`config.mk`:
```
export PLATFORM = sky130hd
export DESIGN_NAME = ness_ctrl
export DESIGN_NICKNAME = d
export VERILOG_FILES = /design/src/ness_pkg.sv /design/src/ness_ctrl.sv
export SDC_FILE = /design/constraint.sdc
export NUM_CORES = 1
export LEC_CHECK = 0
export ABC_AREA = 1
export BUFFER_PORTS_ARGS = -buffer_cell sky130_fd_sc_hd__buf_4
export CORE_AREA = 2 2 39 41
export CTS_BUF_LIST = sky130_fd_sc_hd__clkbuf_8
export DETAILED_ROUTE_END_ITERATION = 6
export DIE_AREA = 0 0 41 43
export PLACE_DENSITY = 0.72
export SLEW_MARGIN = 20
export SYNTH_ARGS = -nofsm -noshare
export SYNTH_HDL_FRONTEND = slang
export SYNTH_SLANG_ARGS = --single-unit
```
`constraint.sdc`:
```
create_clock -name clock -period 1.07 [get_ports clock]
set_input_delay 0.0535 -clock clock [delete_from_list [all_inputs] [get_ports clock]]
set_output_delay 0.0535 -clock clock [all_outputs]
set_load 0.01 [all_outputs]
```
`src/ness_pkg.sv`:
```
// Shared types, constants and helpers for the note event sequence sorter.
package ness_pkg;

   localparam int TRACKS           = 4;
   localparam int EVENTS_PER_TRACK = 64;

   localparam int TRK_W  = (TRACKS > 1) ? $clog2(TRACKS) : 1;
   localparam int FILL_W = $clog2(EVENTS_PER_TRACK + 1);
   localparam int ADDR_W = (TRACKS * EVENTS_PER_TRACK > 1) ? $clog2(TRACKS * EVENTS_PER_TRACK) : 1;
   localparam int ENTRY_W = 55;

   localparam logic [7:0]  NOTE_ON     = 8'h90;
   localparam logic [7:0]  NOTE_OFF    = 8'h80;
   localparam logic [6:0]  MAX_NOTE    = 7'd127;
   localparam logic [4:0]  MAX_CHANNEL = 5'd16;
   localparam logic [8:0]  TOTAL_MAX   = 9'd511;
   localparam logic [31:0] TICK_MAX    = 32'hFFFF_FFFF;

   localparam logic [1:0] CMD_ADD  = 2'd0;
   localparam logic [1:0] CMD_SORT = 2'd1;
   localparam logic [1:0] CMD_READ = 2'd2;

   typedef enum logic [2:0] {
      ST_ADDED     = 3'd0,
      ST_BAD_TRACK = 3'd1,
      ST_FULL      = 3'd2,
      ST_SORTED    = 3'd3,
      ST_EVENT     = 3'd4,
      ST_NO_EVENT  = 3'd5
   } status_type;

   // controller to datapath
   typedef struct packed {
      logic       capture;
      logic       wr_on;
      logic       wr_off;
      logic       sort_begin;
      logic       trk_init;
      logic       rd_cur;
      logic       get_cur;
      logic       shift;
      logic       put;
      logic       next_track;
      logic       rd_event;
      logic       respond;
      status_type status;
   } ctl_type;

   // datapath to controller
   typedef struct packed {
      logic [1:0] cmd;
      logic       track_ok;
      logic       track_full;
      logic       read_ok;
      logic       fill_le1;
      logic       last_i;
      logic       goes_first;
      logic       j_one;
      logic       last_track;
   } stat_type;

   function automatic logic [ADDR_W-1:0] mem_addr(input logic [TRK_W-1:0] t,
                                                  input logic [FILL_W-1:0] x);
      mem_addr = ADDR_W'(int'(t) * EVENTS_PER_TRACK + int'(x));
   endfunction

endpackage

```
`src/ness_ctrl.sv`:
```
// Controller: command decode and insertion-sort sequencer.
module ness_ctrl (
   input  logic                clock,
   input  logic                reset,
   input  logic                start,
   output logic                busy,
   input  ness_pkg::stat_type  stat,
   output ness_pkg::ctl_type   ctl
);

   typedef enum logic [3:0] {
      IDLE, DECODE, ADD_OFF, RESP_ADD, SORT_TRK, SORT_RD, SORT_GET,
      SORT_CMP, SORT_PUT, READ_WAIT
   } state_type;

   state_type state_ff, state_in;

   assign busy = state_ff != IDLE;

   always_comb begin
      ctl      = '0;
      state_in = state_ff;
      unique case (state_ff)
         IDLE: begin
            if (start) begin
               ctl.capture = 1'b1;
               state_in    = DECODE;
            end
         end
         DECODE: begin
            priority if (stat.cmd == ness_pkg::CMD_ADD) begin
               if (!stat.track_ok) begin
                  ctl.respond = 1'b1;
                  ctl.status  = ness_pkg::ST_BAD_TRACK;
                  state_in    = IDLE;
               end else if (stat.track_full) begin
                  ctl.respond = 1'b1;
                  ctl.status  = ness_pkg::ST_FULL;
                  state_in    = IDLE;
               end else begin
                  ctl.wr_on = 1'b1;
                  state_in  = ADD_OFF;
               end
            end else if (stat.cmd == ness_pkg::CMD_SORT) begin
               ctl.sort_begin = 1'b1;
               state_in       = SORT_TRK;
            end else if (stat.cmd == ness_pkg::CMD_READ && stat.read_ok) begin
               ctl.rd_event = 1'b1;
               state_in     = READ_WAIT;
            end else begin
               ctl.respond = 1'b1;
               ctl.status  = ness_pkg::ST_NO_EVENT;
               state_in    = IDLE;
            end
         end
         ADD_OFF: begin
            ctl.wr_off = 1'b1;
            state_in   = RESP_ADD;
         end
         RESP_ADD: begin
            ctl.respond = 1'b1;
            ctl.status  = ness_pkg::ST_ADDED;
            state_in    = IDLE;
         end
         SORT_TRK: begin
            if (stat.fill_le1) begin
               if (stat.last_track) begin
                  ctl.respond = 1'b1;
                  ctl.status  = ness_pkg::ST_SORTED;
                  state_in    = IDLE;
               end else begin
                  ctl.next_track = 1'b1;
               end
            end else begin
               ctl.trk_init = 1'b1;
               state_in     = SORT_RD;
            end
         end
         SORT_RD: begin
            ctl.rd_cur = 1'b1;
            state_in   = SORT_GET;
         end
         SORT_GET: begin
            ctl.get_cur = 1'b1;
            state_in    = SORT_CMP;
         end
         SORT_CMP, SORT_PUT: begin
            if (state_ff == SORT_CMP && stat.goes_first) begin
               // move the later word up one slot
               ctl.shift = 1'b1;
               state_in  = stat.j_one ? SORT_PUT : SORT_CMP;
            end else begin
               ctl.put = 1'b1;
               if (!stat.last_i) begin
                  state_in = SORT_RD;
               end else if (stat.last_track) begin
                  ctl.respond = 1'b1;
                  ctl.status  = ness_pkg::ST_SORTED;
                  state_in    = IDLE;
               end else begin
                  ctl.next_track = 1'b1;
                  state_in       = SORT_TRK;
               end
            end
         end
         READ_WAIT: begin
            ctl.respond = 1'b1;
            ctl.status  = ness_pkg::ST_EVENT;
            state_in    = IDLE;
         end
         default: state_in = IDLE;
      endcase
   end

   always_ff @(posedge clock) begin
      if (reset) begin
         state_ff <= IDLE;
      end else begin
         state_ff <= state_in;
      end
   end

endmodule

```
# Yosys cells after proc, flatten, opt, wreduce, memory -nomap -nowiden
# Index checks and enable logic that the tools add are counted.
# op_classes
eq_ne	13
muxes	47
order_cmp	0
bitwise_logic	0
div	0
reduce_logical	7
n_addsub	0
n_mul	0
n_shift	0
# op_table
operator	count
4-bit 2-to-1 mux	17
4-bit one-hot mux with 7 select lines	1
1-bit 2-to-1 mux	21
4-bit one-hot mux with 5 select lines	1
4-bit by 3-bit == test with 1-bit output, second input constant	4
4-bit by 2-bit == test with 1-bit output, second input constant	2
4-bit == test, second input constant	2
2-bit 2-to-1 mux	4
5-bit 2-to-1 mux	1
4-bit by 1-bit == test with 1-bit output, second input constant	1
4-bit zero test	1
4-bit nonzero test	1
3-bit 2-to-1 mux	1
3-bit inequality test, second input constant	1
2-bit by 1-bit == test with 1-bit output, second input constant	1
2-bit == test, second input constant	1
1-bit logical AND	2
2-bit zero test	1
2-bit inequality test, second input constant	1
1-bit one-hot mux with 2 select lines	1
2-bit AND reduction	1
2-bit OR reduction	1
# word_totals
n_memories	0
ff_bits	4
ramBits	0
romBits	0
latch_bits	0

# Depth between registers and ports, before layout
# Gate-level depths: netlist (run 1).
# logic_depth
word_depth	6
depth_mapped	8

# Worst setup path after synthesis (run 1)
# OpenSTA, ideal clock, no wires.
# synth_timing
path_type	register to output
from	register state_ff[2]
to	output port ctl[5] (netlist bit)
arrival_ns	1.087
t_required_ns	1.016
path_stages_with_launch	9
path_slack_ns	-0.071
path_cell_list	dfxtp_1 > inv_2 > nor2_4 > nand2_2 > nand2_2 > nand2_2 > o22ai_2 > inv_2 > nor2_1
# synth_lines
element	line_no	rtl
start: declaration	ness_ctrl.sv:16	state_type state_ff, state_in;
start signal: assignment	ness_ctrl.sv:119	state_ff <= state_in;
end: declaration	ness_ctrl.sv:8	output ness_pkg::ctl_type ctl

==> flow_summary_export.csv, run 1 <==
group,metric,value,unit
status,violations,"setup timing",
final_layout,drive_gt1_share,58.7,%
timing,setup_viol,20,
worst_setup_path,cp_slowest_stage_delay,0.37,ns
clock_network,cts.reportedPaths.clkPinSlew,0.03,ns
power,total_power,0.000948,W
logic_synthesis,syn_nets,104,
floorplanning,core_area,0.00138,mm²
worst_setup_path,critical_path_class,"reg2out",
final_layout,n_antenna_cell,0,
logic_synthesis,syn_inst,91,
clock_network,cts_root_buf,"clkbuf_8",
clock_network,clock_sinks,4,
hold_path,hold_class,"in2reg",
timing,max_freq,0.701,GHz
worst_setup_path,critPathLaunch,"state_ff[2]$_SDFFE_PP0P_",
timing,clock_skew,0.00447,ns
timing,post-route-min-period,1.43,ns
job,drv_cap,0,
worst_setup_path,cp_common_cell,"buf_4",
timing,max_slew_margin,73.3,%
timing,hold_violations,0,
route,drtPass1Iterations,4,
power,power_density,933,mW/mm²
worst_setup_path,crit_path_top_delay_cell,"dfxtp_4",
placed_design,placed_area,840,µm²
power,p_comb_share,46.8,%
worst_setup_path,cp-end-kind,"primary output",
final_layout,final_cell_mix,"44 x buf_4, 18 x nand2_1, 16 x inv_1",
worst_setup_path,reg2reg_slack,-0.19,ns
worst_setup_path,start_kind,"register",
worst_setup_path,r2r_start,"state_ff[2]$_SDFFE_PP0P_",
final_layout,reg_top3,"state_ff: 4 flops",
placed_design,dp_cells,149,
worst_setup_path,timing.rr.end,"state_ff[0]$_SDFFE_PP0P_",
route,vias,749,
logic_synthesis,netlist_area,488,µm²
global_routing,grt_antenna_before_repair,0,
floorplanning,fp-row-count,14,
route,routedWlPerCell,11.1,µm
power,p_sw,0.000320,W
final_layout,largest_reg_flops,4,
clock_network,clk_path_buf_depth,2,
floorplanning,num_io_pins,29,
final_layout,fin_area,0.00102,mm²
power,vdd_ir_drop_max,1150,µV
floorplanning,dieArea,0.00176,mm²
timing,worst_pin_slew,0.400,ns
worst_setup_path,required,1.02,ns
global_routing,grtUsageTotal,23.3,%
final_layout,final_cells,159,
timing,whs,0.00408,ns
global_routing,grt_max_degree,6,
logic_synthesis,ys_types,17,
clock_network,h-tree-depth,1,
clock_network,cts_buffers,3,
clock_network,clock_latency,0.22,ns
logic_synthesis,syn_area_per_cell,5.36,µm²
hold_path,min_from,"reset",
placed_design,place_congestion,0.873,
power,p_leak,0.596,nW
placed_design,dp_hpwl,1300,µm
route,drc,0,
global_routing,gr-total-overflow,0,
clock_network,cts_tree,"yes",
final_layout,nFillCells,117,
route,drtIter0Drc,15,
final_layout,top_register,"state_ff",
final_layout,final_core_util,73.4,%
global_routing,grt_pass1_vias,727,
power,p_seq_share,19.3,%
status,status,"finished, violations left",
power,internal_power,0.000628,W
route,antenna_left,0,
clock_network,holdBufCountCts,0,
logic_synthesis,synth-seq-cells,4,
worst_setup_path,endpoint,"ctl[10]",
timing,fin_crit_sh,133,%
worst_setup_path,cp_cell_sequence,"inv_4, nor2_4, buf_4, buf_6, nand3_2, buf_4, inv_1, buf_4",
route,routed_wl,1760,µm
worst_setup_path,crit_arrival,1.37,ns
power,clkPwrFrac,33.9,%
floorplanning,start_util,35.3,%
timing,drv_slew,0,
final_layout,area_delta_synth_final,108,%
logic_synthesis,ys_seq_area_share,16.4,%
logic_synthesis,yosysWarningCount,0,
final_layout,final_common_cell,"buf_4",
worst_setup_path,rr_worst_depth,10,
timing,setup_ws,-0.357,ns
global_routing,grt_pass1_wl,2680,µm
power,swShare,33.7,%
route,via_per_inst,4.71,
hold_path,hold_path_depth,2,
placed_design,place.port_buffers,28,
floorplanning,die_w,41,µm
timing,rsz0062_at_grt,"yes",
final_layout,final_nets,158,
worst_setup_path,cp_max_fo,5,
floorplanning,die_h,43,µm
[layer usage]
| layer | up-vias | global-route usage, % | wire length [µm] |
|---|---|---|---|
| li1 | 387 | - | - |
| met1 | 332 | 23.8 | 649 |
| met2 | 25 | 38.1 | 956 |
| met3 | 5 | 6.28 | 97 |
| met4 | 0 | 16.0 | 57 |
| met5 | - | 0 | 0 |
[power by group through the flow]
stage	registers, W	clock network [W]	logic, W
after floorplan	0.000176	0	0.000182
after global placement	0.000177	0	0.000372
after detailed placement	0.000178	0	0.000379
after CTS	0.000177	0.000327	0.000407
after global routing	0.000186	0.000334	0.000477
final	0.000183	0.000322	0.000444
[cells in the mapped netlist, drive strengths merged]
cell type | number | area share, %
nand3 | 15 | 16
nand2 | 24 | 21
a31oi | 1 | 1.3
dfxtp | 4 | 16
inv | 24 | 18
o22ai | 1 | 2.6
nand4 | 2 | 2.6
o21ai | 1 | 1.0
o21a | 2 | 3.1
nand3b | 1 | 1.5
nor3b | 1 | 1.5
nor2 | 15 | 15
[critical path: cells and delay by family (launching register included)]
kind	cells	cell delay (ns)
flops	1	0.37
buf+inv	6	0.56
simple gates	2	0.23
[area by class of cell]
type	count	area (µm²)	share of cell area, %
Multi-Input combinational cell	63	380	37.4
Tap cell	16	20.0	1.97
Sequential cell	4	92.6	9.11
Clock buffer	3	41.3	4.06
Inverter	24	95.1	9.36
Timing Repair Buffer	49	387	38.1
[cell families after synthesis]
family                 synth area share (%)
buffers and inverters                  18.5
AOI/OAI and AO/OA                      7.95
DFF                                    16.4
and+or+nand+nor                        57.2
[worst min path at each step]
stage / end / slack (ns)
CTS: state_ff[1]$_SDFFE_PP0P_ / 0.003
global route: state_ff[1]$_SDFFE_PP0P_ / 0.001
global placement: state_ff[1]$_SDFFE_PP0P_ / 0.23
finish: state_ff[1]$_SDFFE_PP0P_ / 0.004
floorplan: state_ff[1]$_SDFFE_PP0P_ / 0.12
detailed placement: state_ff[1]$_SDFFE_PP0P_ / 0.23
[metrics by stage]
| step | setup TNS, ns | setup slack [ns] |
|---|---|---|
| 4_1_cts | -3.86 | -0.364 |
| 5_1_grt | -5.65 | -0.448 |
| 2_1_floorplan | -0.105 | -0.0297 |
| 6_report | -4.38 | -0.357 |
| 3_3_place_gp | -0.888 | -0.147 |
| 3_5_place_dp | -1.12 | -0.182 |
[timing repair]
item,CTS,global route
resized for setup,13,13
setup endpoints to repair,20,20
pin swaps,3,5
buffers inserted,4,3
(Power assumes the default switching activity.)
==> run 2, diff against run 1 <==
--- a/config.mk
+++ b/config.mk
@@ -12,6 +12,7 @@
 export DETAILED_ROUTE_END_ITERATION = 6
 export DIE_AREA = 0 0 41 43
 export PLACE_DENSITY = 0.72
+export SETUP_SLACK_MARGIN = 0.5
 export SLEW_MARGIN = 20
 export SYNTH_ARGS = -nofsm -noshare
 export SYNTH_HDL_FRONTEND = slang
==> run 2 against run 1 <==
The flow still finishes with violations (setup timing). Critical path type unchanged. Total power grew 1.3%. Highest routed layer unchanged. Largest power group unchanged. Register-to-register slack lost 0.08 ns. Sequential power is essentially flat. Largest cell class is now multi-input gates.
==> flow_summary_export.csv, run 2 (same netlist as run 1, synthesis figures left out) <==
group,metric,value,unit
timing,worst_pin_slew,0.336,ns
clock_network,cts_buffers,3,
timing,setup_ws,-0.359,ns
global_routing,grt_antenna_before_repair,0,
clock_network,clk_path_buf_depth,2,
placed_design,placed_area,863,µm²
floorplanning,dieArea,0.00176,mm²
clock_network,clock_sinks,4,
worst_setup_path,r2r_start,"state_ff[2]$_SDFFE_PP0P_",
final_layout,largest_reg_flops,4,
clock_network,clock_latency,0.22,ns
power,internal_power,0.000638,W
worst_setup_path,start_kind,"register",
worst_setup_path,crit_arrival,1.38,ns
global_routing,grtUsageTotal,20.1,%
timing,max_freq,0.700,GHz
placed_design,place_congestion,0.903,
final_layout,nFillCells,111,
final_layout,multi_input_area,400,µm²
final_layout,n_antenna_cell,0,
hold_path,hold_path_depth,2,
clock_network,cts_root_buf,"clkbuf_8",
final_layout,fin_area,0.00105,mm²
timing,rsz0062_at_grt,"yes",
placed_design,dp_hpwl,1270,µm
floorplanning,die_h,43,µm
placed_design,place.port_buffers,28,
placed_design,dp_cells,151,
floorplanning,start_util,35.3,%
global_routing,grt_pass1_vias,708,
final_layout,area_delta_synth_final,115,%
worst_setup_path,cp-end-kind,"primary output",
clock_network,holdBufCountCts,0,
status,status,"finished, violations left",
worst_setup_path,reg2reg_slack,-0.27,ns
route,routed_wl,1700,µm
power,clkPwrFrac,32.8,%
final_layout,final_core_util,75.7,%
global_routing,grt_pass1_wl,2500,µm
clock_network,cts_tree,"yes",
clock_network,cts.reportedPaths.clkPinSlew,0.03,ns
final_layout,reg_top3,"state_ff: 4 flops",
floorplanning,die_w,41,µm
floorplanning,fp-row-count,14,
floorplanning,core_area,0.00138,mm²
route,via_per_inst,4.80,
route,drtIter0Drc,4,
timing,setup_viol,20,
final_layout,regArea,92.6,µm²
power,vdd_ir_drop_max,1110,µV
power,p_comb_share,48.0,%
floorplanning,num_io_pins,29,
power,swShare,33.6,%
route,routedWlPerCell,10.5,µm
hold_path,min_from,"reset",
power,p_sw,0.000323,W
worst_setup_path,required,1.02,ns
power,p_seq_share,19.2,%
timing,max_slew_margin,77.6,%
worst_setup_path,rr_worst_depth,10,
job,drv_cap,0,
final_layout,top_register,"state_ff",
final_layout,drive_gt1_share,63.0,%
final_layout,final_nets,161,
worst_setup_path,cp_max_fo,5,
final_layout,final_cells,162,
final_layout,final_common_cell,"buf_4",
route,vias,777,
worst_setup_path,critPathLaunch,"state_ff[2]$_SDFFE_PP0P_",
power,power_density,917,mW/mm²
worst_setup_path,timing.rr.end,"state_ff[0]$_SDFFE_PP0P_",
route,drtPass1Iterations,4,
timing,clock_skew,0.00401,ns
global_routing,gr-total-overflow,0,
timing,hold_violations,0,
clock_network,h-tree-depth,1,
timing,drv_slew,0,
placed_design,post-place-ws,-0.176,ns
timing,fin_crit_sh,134,%
status,violations,"setup timing",
power,p_leak,0.622,nW
hold_path,hold_class,"in2reg",
hold_path,hold_end,"state_ff[1]$_SDFFE_PP0P_",
timing,finalSetupTns,-5.30,ns
global_routing,grt_max_degree,6,
final_layout,final_cell_mix,"50 x buf_4, 15 x inv_1, 15 x nand2_1",
timing,post-route-min-period,1.43,ns
route,antenna_left,0,
worst_setup_path,critical_path_class,"reg2out",
route,drc,0,
run 2: cell types whose count changed in the layout (fill, tap and decap cells not counted), sizes merged:
cell,before,now
buf,49,52
run 2: worst max-delay path by stage:
stage	end	slack (ns)	depth (start not counted)
global placement	ctl[0]	-0.13	9
floorplan	ctl[0]	-0.03	8
detailed placement	ctl[1]	-0.18	9
CTS	ctl[3]	-0.33	8
global route	ctl[1]	-0.45	9
finish	ctl[10]	-0.36	8
run 2: per-layer routing:
layer  vias up  track usage, %  share of wire, %
met4         0            9.33               1.3
met3         2            2.09               5.7
met1       355            23.2                40
met2        31            34.4                53
met5         -               0                 0
li1        389               -                 -
run 2: worst max-delay path: stages, from the launching register on:
cell	delay [ns]
dfxtp_4	0.37
inv_4	0.04
nor2_4	0.15
buf_4	0.14
buf_6	0.08
nand3_2	0.08
buf_4	0.15
inv_2	0.04
buf_4	0.10
run 2: stage by stage:
stage / hold WS (ns) / total power (W)
after global routing: 0.0131 / 0.00102
after global placement: 0.231 / 0.000555
final: 0.00995 / 0.000960
after CTS: 0.00998 / 0.000913
after floorplan: 0.115 / 0.000372
after detailed placement: 0.231 / 0.000564
run 2: power groups by stage:
stage / clock, W / combinational [W] / sequential, W
2_1_floorplan: 0 / 0.000193 / 0.000179
3_3_place_gp: 0 / 0.000376 / 0.000179
3_5_place_dp: 0 / 0.000384 / 0.000180
4_1_cts: 0.000324 / 0.000407 / 0.000182
5_1_grt: 0.000336 / 0.000497 / 0.000188
6_report: 0.000315 / 0.000461 / 0.000185
run 2: what timing repair did:
action | 4_1_cts | 5_1_grt
endpoints found under the setup margin | 20 | 20
gates resized for setup | 11 | 12
setup buffers | 4 | 4
cloned | 0 | 0
pin swaps | 3 | 3
run 2: layout make-up:
| cell class | count | area share, % |
|---|---|---|
| Sequential cell | 4 | 8.84 |
| Inverter | 24 | 9.08 |
| Clock buffer | 3 | 3.94 |
| Timing Repair Buffer | 52 | 38.0 |
| Tap cell | 16 | 1.91 |
| Multi-Input combinational cell | 63 | 38.2 |
==> run 3, diff against run 2 <==
--- a/config.mk
+++ b/config.mk
@@ -7,11 +7,10 @@
 export LEC_CHECK = 0
 export ABC_AREA = 1
 export BUFFER_PORTS_ARGS = -buffer_cell sky130_fd_sc_hd__buf_4
-export CORE_AREA = 2 2 39 41
-export CTS_BUF_LIST = sky130_fd_sc_hd__clkbuf_8
+export CORE_UTILIZATION = 37
+export CTS_BUF_LIST = sky130_fd_sc_hd__clkbuf_16
 export DETAILED_ROUTE_END_ITERATION = 6
-export DIE_AREA = 0 0 41 43
-export PLACE_DENSITY = 0.72
+export PLACE_DENSITY = 0.73
 export SETUP_SLACK_MARGIN = 0.5
 export SLEW_MARGIN = 20
 export SYNTH_ARGS = -nofsm -noshare
==> run 3 against run 2 <==
Area after synthesis unchanged. Synthesized cell count is the same. The flow now stops in global routing.
==> flow_summary_export.csv, run 3 <==
group,metric,value,unit
floorplanning,num_io_pins,29,
logic_synthesis,synth-seq-cells,4,
logic_synthesis,netlist_area,488,µm²
clock_network,cts_buffers,3,
status,status,"stopped before the end",
floorplanning,start_util,41.7,%
placed_design,place_congestion,0.910,
clock_network,cts_root_buf,"clkbuf_16",
logic_synthesis,ys_seq_area_share,16.4,%
floorplanning,die_h,38.3,µm
placed_design,place.port_buffers,28,
logic_synthesis,async_reset_ff_share,0,%
status,error_message,"[ERROR DPL-0038] Utilization greater than 100%, impossible to legalize",
placed_design,dp_cells,148,
logic_synthesis,synth_area_leaders,"dfxtp_1 16%, inv_1 15%, nand2_1 15%",
logic_synthesis,syn_area_per_cell,5.36,µm²
global_routing,grt_max_degree,6,
placed_design,dp_hpwl,1210,µm
floorplanning,die_w,38.3,µm
logic_synthesis,ys.flop_type,"dfxtp_1",
logic_synthesis,ys_types,17,
logic_synthesis,synth_edf_count,0,
clock_network,clock_sinks,4,
logic_synthesis,syn_nets,104,
logic_synthesis,synth_top_area_share,16.4,%
logic_synthesis,yosysTopAreaCell,"dfxtp_1",
floorplanning,fp-row-count,12,
clock_network,holdBufCountCts,0,
placed_design,placed_area,853,µm²
timing,crit_endpoint,"ctl[1]",
clock_network,clk_path_buf_depth,2,
logic_synthesis,syn_inst,91,
logic_synthesis,yosysWarningCount,0,
clock_network,h-tree-depth,1,
logic_synthesis,synth_commonest_cells,"20 x inv_1, 20 x nand2_1, 14 x nand3_1",
status,stop_stage,"global routing",
timing,endpoint_type,"top-level output",
==> run 3: stage by stage <==
step / worst slack, ns / hold slack [ns]
after floorplan: -0.0297 / 0.115
after global placement: -0.137 / 0.229
after detailed placement: -0.191 / 0.234
after CTS: -0.331 / 0.0239
==> run 3: repair_timing <==
item | 4_1_cts
gates resized for setup | 26
pin swaps | 9
setup buffers | 12
setup endpoints to repair | 20
==> run 3: kinds of logic after synthesis <==
group / count (synthesis) / synth area share [%]
simple gates: 58 / 57.2
buf+inv: 24 / 18.5
compound gates: 5 / 7.95
flops: 4 / 16.4
==> run 4, diff against run 3 <==
--- a/config.mk
+++ b/config.mk
@@ -7,11 +7,10 @@
 export LEC_CHECK = 0
 export ABC_AREA = 1
 export BUFFER_PORTS_ARGS = -buffer_cell sky130_fd_sc_hd__buf_4
-export CORE_UTILIZATION = 37
-export CTS_BUF_LIST = sky130_fd_sc_hd__clkbuf_16
+export CORE_AREA = 2 2 63 65
 export DETAILED_ROUTE_END_ITERATION = 6
-export PLACE_DENSITY = 0.73
-export SETUP_SLACK_MARGIN = 0.5
+export DIE_AREA = 0 0 65 67
+export PLACE_DENSITY_LB_ADDON = 0.15
 export SLEW_MARGIN = 20
 export SYNTH_ARGS = -nofsm -noshare
 export SYNTH_HDL_FRONTEND = slang
==> constraint.sdc (replaced) <==
create_clock -name clock -period 1.39 [get_ports clock]
set_input_delay 0.0695 -clock clock [delete_from_list [all_inputs] [get_ports clock]]
set_output_delay 0.0695 -clock clock [all_outputs]
set_load 0.01 [all_outputs]
==> run 4 against run 3 <==
The flow now finishes, with violations (setup timing).
==> flow_summary_export.csv, run 4 (same netlist as run 1, synthesis figures left out) <==
group,metric,value,unit
worst_setup_path,cp_cell_sequence,"inv_2, nor2_4, nand2_2, nand2_2, nand2_2, o22ai_4, nand2_2, nand2_1, buf_4",
clock_network,clk_path_buf_depth,2,
global_routing,grt_max_degree,7,
final_layout,final_cell_mix,"36 x buf_4, 19 x nand2_1, 18 x inv_1",
final_layout,drive_gt1_share,49.6,%
clock_network,h-tree-depth,1,
global_routing,grtUsageTotal,8.46,%
clock_network,cts_tree,"yes",
final_layout,final_common_cell,"buf_4",
route,vias,699,
timing,worst_pin_slew,0.476,ns
placed_design,post-place-ws,0.0379,ns
power,clkPwrFrac,35.9,%
clock_network,cts_buffers,3,
final_layout,regArea,90.1,µm²
global_routing,grt_pass1_vias,645,
floorplanning,dieArea,0.00436,mm²
power,power_density,730,mW/mm²
timing,hold_violations,0,
power,p_comb_share,43.5,%
power,p_leak,0.546,nW
worst_setup_path,critical_path_buf_inv_count,2,
floorplanning,start_util,13.5,%
worst_setup_path,cp_top_family,"simple AND/OR/NAND/NOR gates",
timing,fin_crit_sh,104,%
final_layout,multi_input_area,350,µm²
global_routing,use_met3,2.36,%
global_routing,use_met2,14.2,%
placed_design,place_congestion,0.780,
timing,setup_viol,6,
worst_setup_path,cp_slowest_stage_delay,0.36,ns
route,routedWlPerCell,9.91,µm
final_layout,final_cells,179,
status,violations,"setup timing",
clock_network,clock_latency,0.22,ns
route,antenna_left,0,
placed_design,dp_cells,168,
placed_design,place.port_buffers,28,
global_routing,grt_antenna_before_repair,0,
timing,max_freq,0.691,GHz
route,via_per_inst,3.91,
floorplanning,die_h,67,µm
floorplanning,die_w,65,µm
final_layout,final_core_util,25.6,%
hold_path,hold_class,"in2reg",
clock_network,cts.reportedPaths.clkPinSlew,0.03,ns
power,swShare,33.2,%
final_layout,top_register,"state_ff",
floorplanning,num_io_pins,29,
timing,max_slew_margin,68.2,%
final_layout,area_delta_synth_final,89.0,%
route,drc,0,
clock_network,clock_sinks,4,
route,drtIter0Drc,7,
worst_setup_path,crit_arrival,1.38,ns
global_routing,gr-total-overflow,0,
timing,rsz0062_at_grt,"yes",
timing,setup_ws,-0.0566,ns
worst_setup_path,cp-end-kind,"primary output",
timing,drv_slew,0,
final_layout,n_antenna_cell,0,
route,routed_wl,1770,µm
clock_network,cts_root_buf,"clkbuf_8",
status,status,"finished, violations left",
placed_design,dp_hpwl,1400,µm
final_layout,reg_top3,"state_ff: 4 flops",
timing,finalSetupTns,-0.180,ns
route,drtPass1Iterations,5,
worst_setup_path,crit_path_top_delay_cell,"dfxtp_4",
floorplanning,core_area,0.00361,mm²
worst_setup_path,critical_path_class,"reg2out",
timing,clock_skew,0.00112,ns
global_routing,grt.busiest_layer,"met2",
global_routing,grt_pass1_wl,2820,µm
final_layout,nFillCells,414,
worst_setup_path,cp_common_cell,"nand2_2",
worst_setup_path,cp_max_fo,5,
final_layout,largest_reg_flops,4,
power,internal_power,0.000450,W
floorplanning,fp-row-count,22,
power,vdd_ir_drop_max,201,µV
final_layout,final_nets,146,
timing,post-route-min-period,1.45,ns
worst_setup_path,start_kind,"register",
power,p_sw,0.000223,W
job,drv_cap,0,
worst_setup_path,required,1.32,ns
power,p_seq_share,20.6,%
global_routing,use_met1,10.2,%
-- run 4: cell type report --
cell class / count / share of cell area [%]
Sequential cell: 4 / 9.77
Tap cell: 48 / 6.51
Clock buffer: 3 / 4.48
Timing Repair Buffer: 37 / 31.5
Inverter: 24 / 9.77
Multi-Input combinational cell: 63 / 38.0
-- run 4: worst reg2reg max path, stage by stage (launching register included) --
cell	delay [ns]
dfxtp_4	0.35
inv_2	0.06
nor2_4	0.05
buf_4	0.13
buf_4	0.13
nand3_1	0.12
nand2_1	0.09
nor2_2	0.13
nand4_1	0.12
nand2_1	0.09
inv_1	0.03
-- run 4: through the flow --
step | total power [W] | area, µm² | hold WS [ns]
2_1_floorplan | 0.000267 | 488 | 0.139
3_3_place_gp | 0.000377 | 766 | 0.257
3_5_place_dp | 0.000376 | 766 | 0.258
4_1_cts | 0.000641 | 856 | 0.0267
5_1_grt | 0.000721 | 922 | 0.0363
6_report | 0.000673 | 922 | 0.0238
-- run 4: layer usage --
| metal | wire length (µm) | share of wire [%] | vias up |
|---|---|---|---|
| li1 | - | - | 361 |
| met1 | 734 | 41 | 310 |
| met2 | 895 | 50 | 26 |
| met3 | 124 | 7.0 | 2 |
| met4 | 18 | 1.0 | 0 |
| met5 | 0 | 0 | - |
-- run 4: final timing paths --
path                       startpoint                        to  slack [ns]  cells after the start
max          state_ff[2]$_SDFFE_PP0P_                    ctl[1]       -0.06                      9
max reg2reg  state_ff[2]$_SDFFE_PP0P_  state_ff[2]$_SDFFE_PP0P_           0                     10
min                             reset  state_ff[1]$_SDFFE_PP0P_        0.02                      2
min reg2reg  state_ff[1]$_SDFFE_PP0P_  state_ff[1]$_SDFFE_PP0P_        0.65                      3
-- run 4: repair_timing --
item                                    in CTS  in global routing
pin swaps                                    1                  1
buffers inserted                             4                  4
hold endpoints to repair                     0                  0
gates resized for setup                      7                  9
endpoints found under the setup margin       6                 10
hold buffers                                 0                  0
-- run 4: power by group through the flow --
stage / Clock (W) / Sequential, W / Combinational (W)
4_1_cts: 0.000248 / 0.000136 / 0.000257
3_3_place_gp: 0 / 0.000135 / 0.000242
5_1_grt: 0.000258 / 0.000141 / 0.000322
6_report: 0.000242 / 0.000139 / 0.000293
2_1_floorplan: 0 / 0.000134 / 0.000133
3_5_place_dp: 0 / 0.000135 / 0.000241
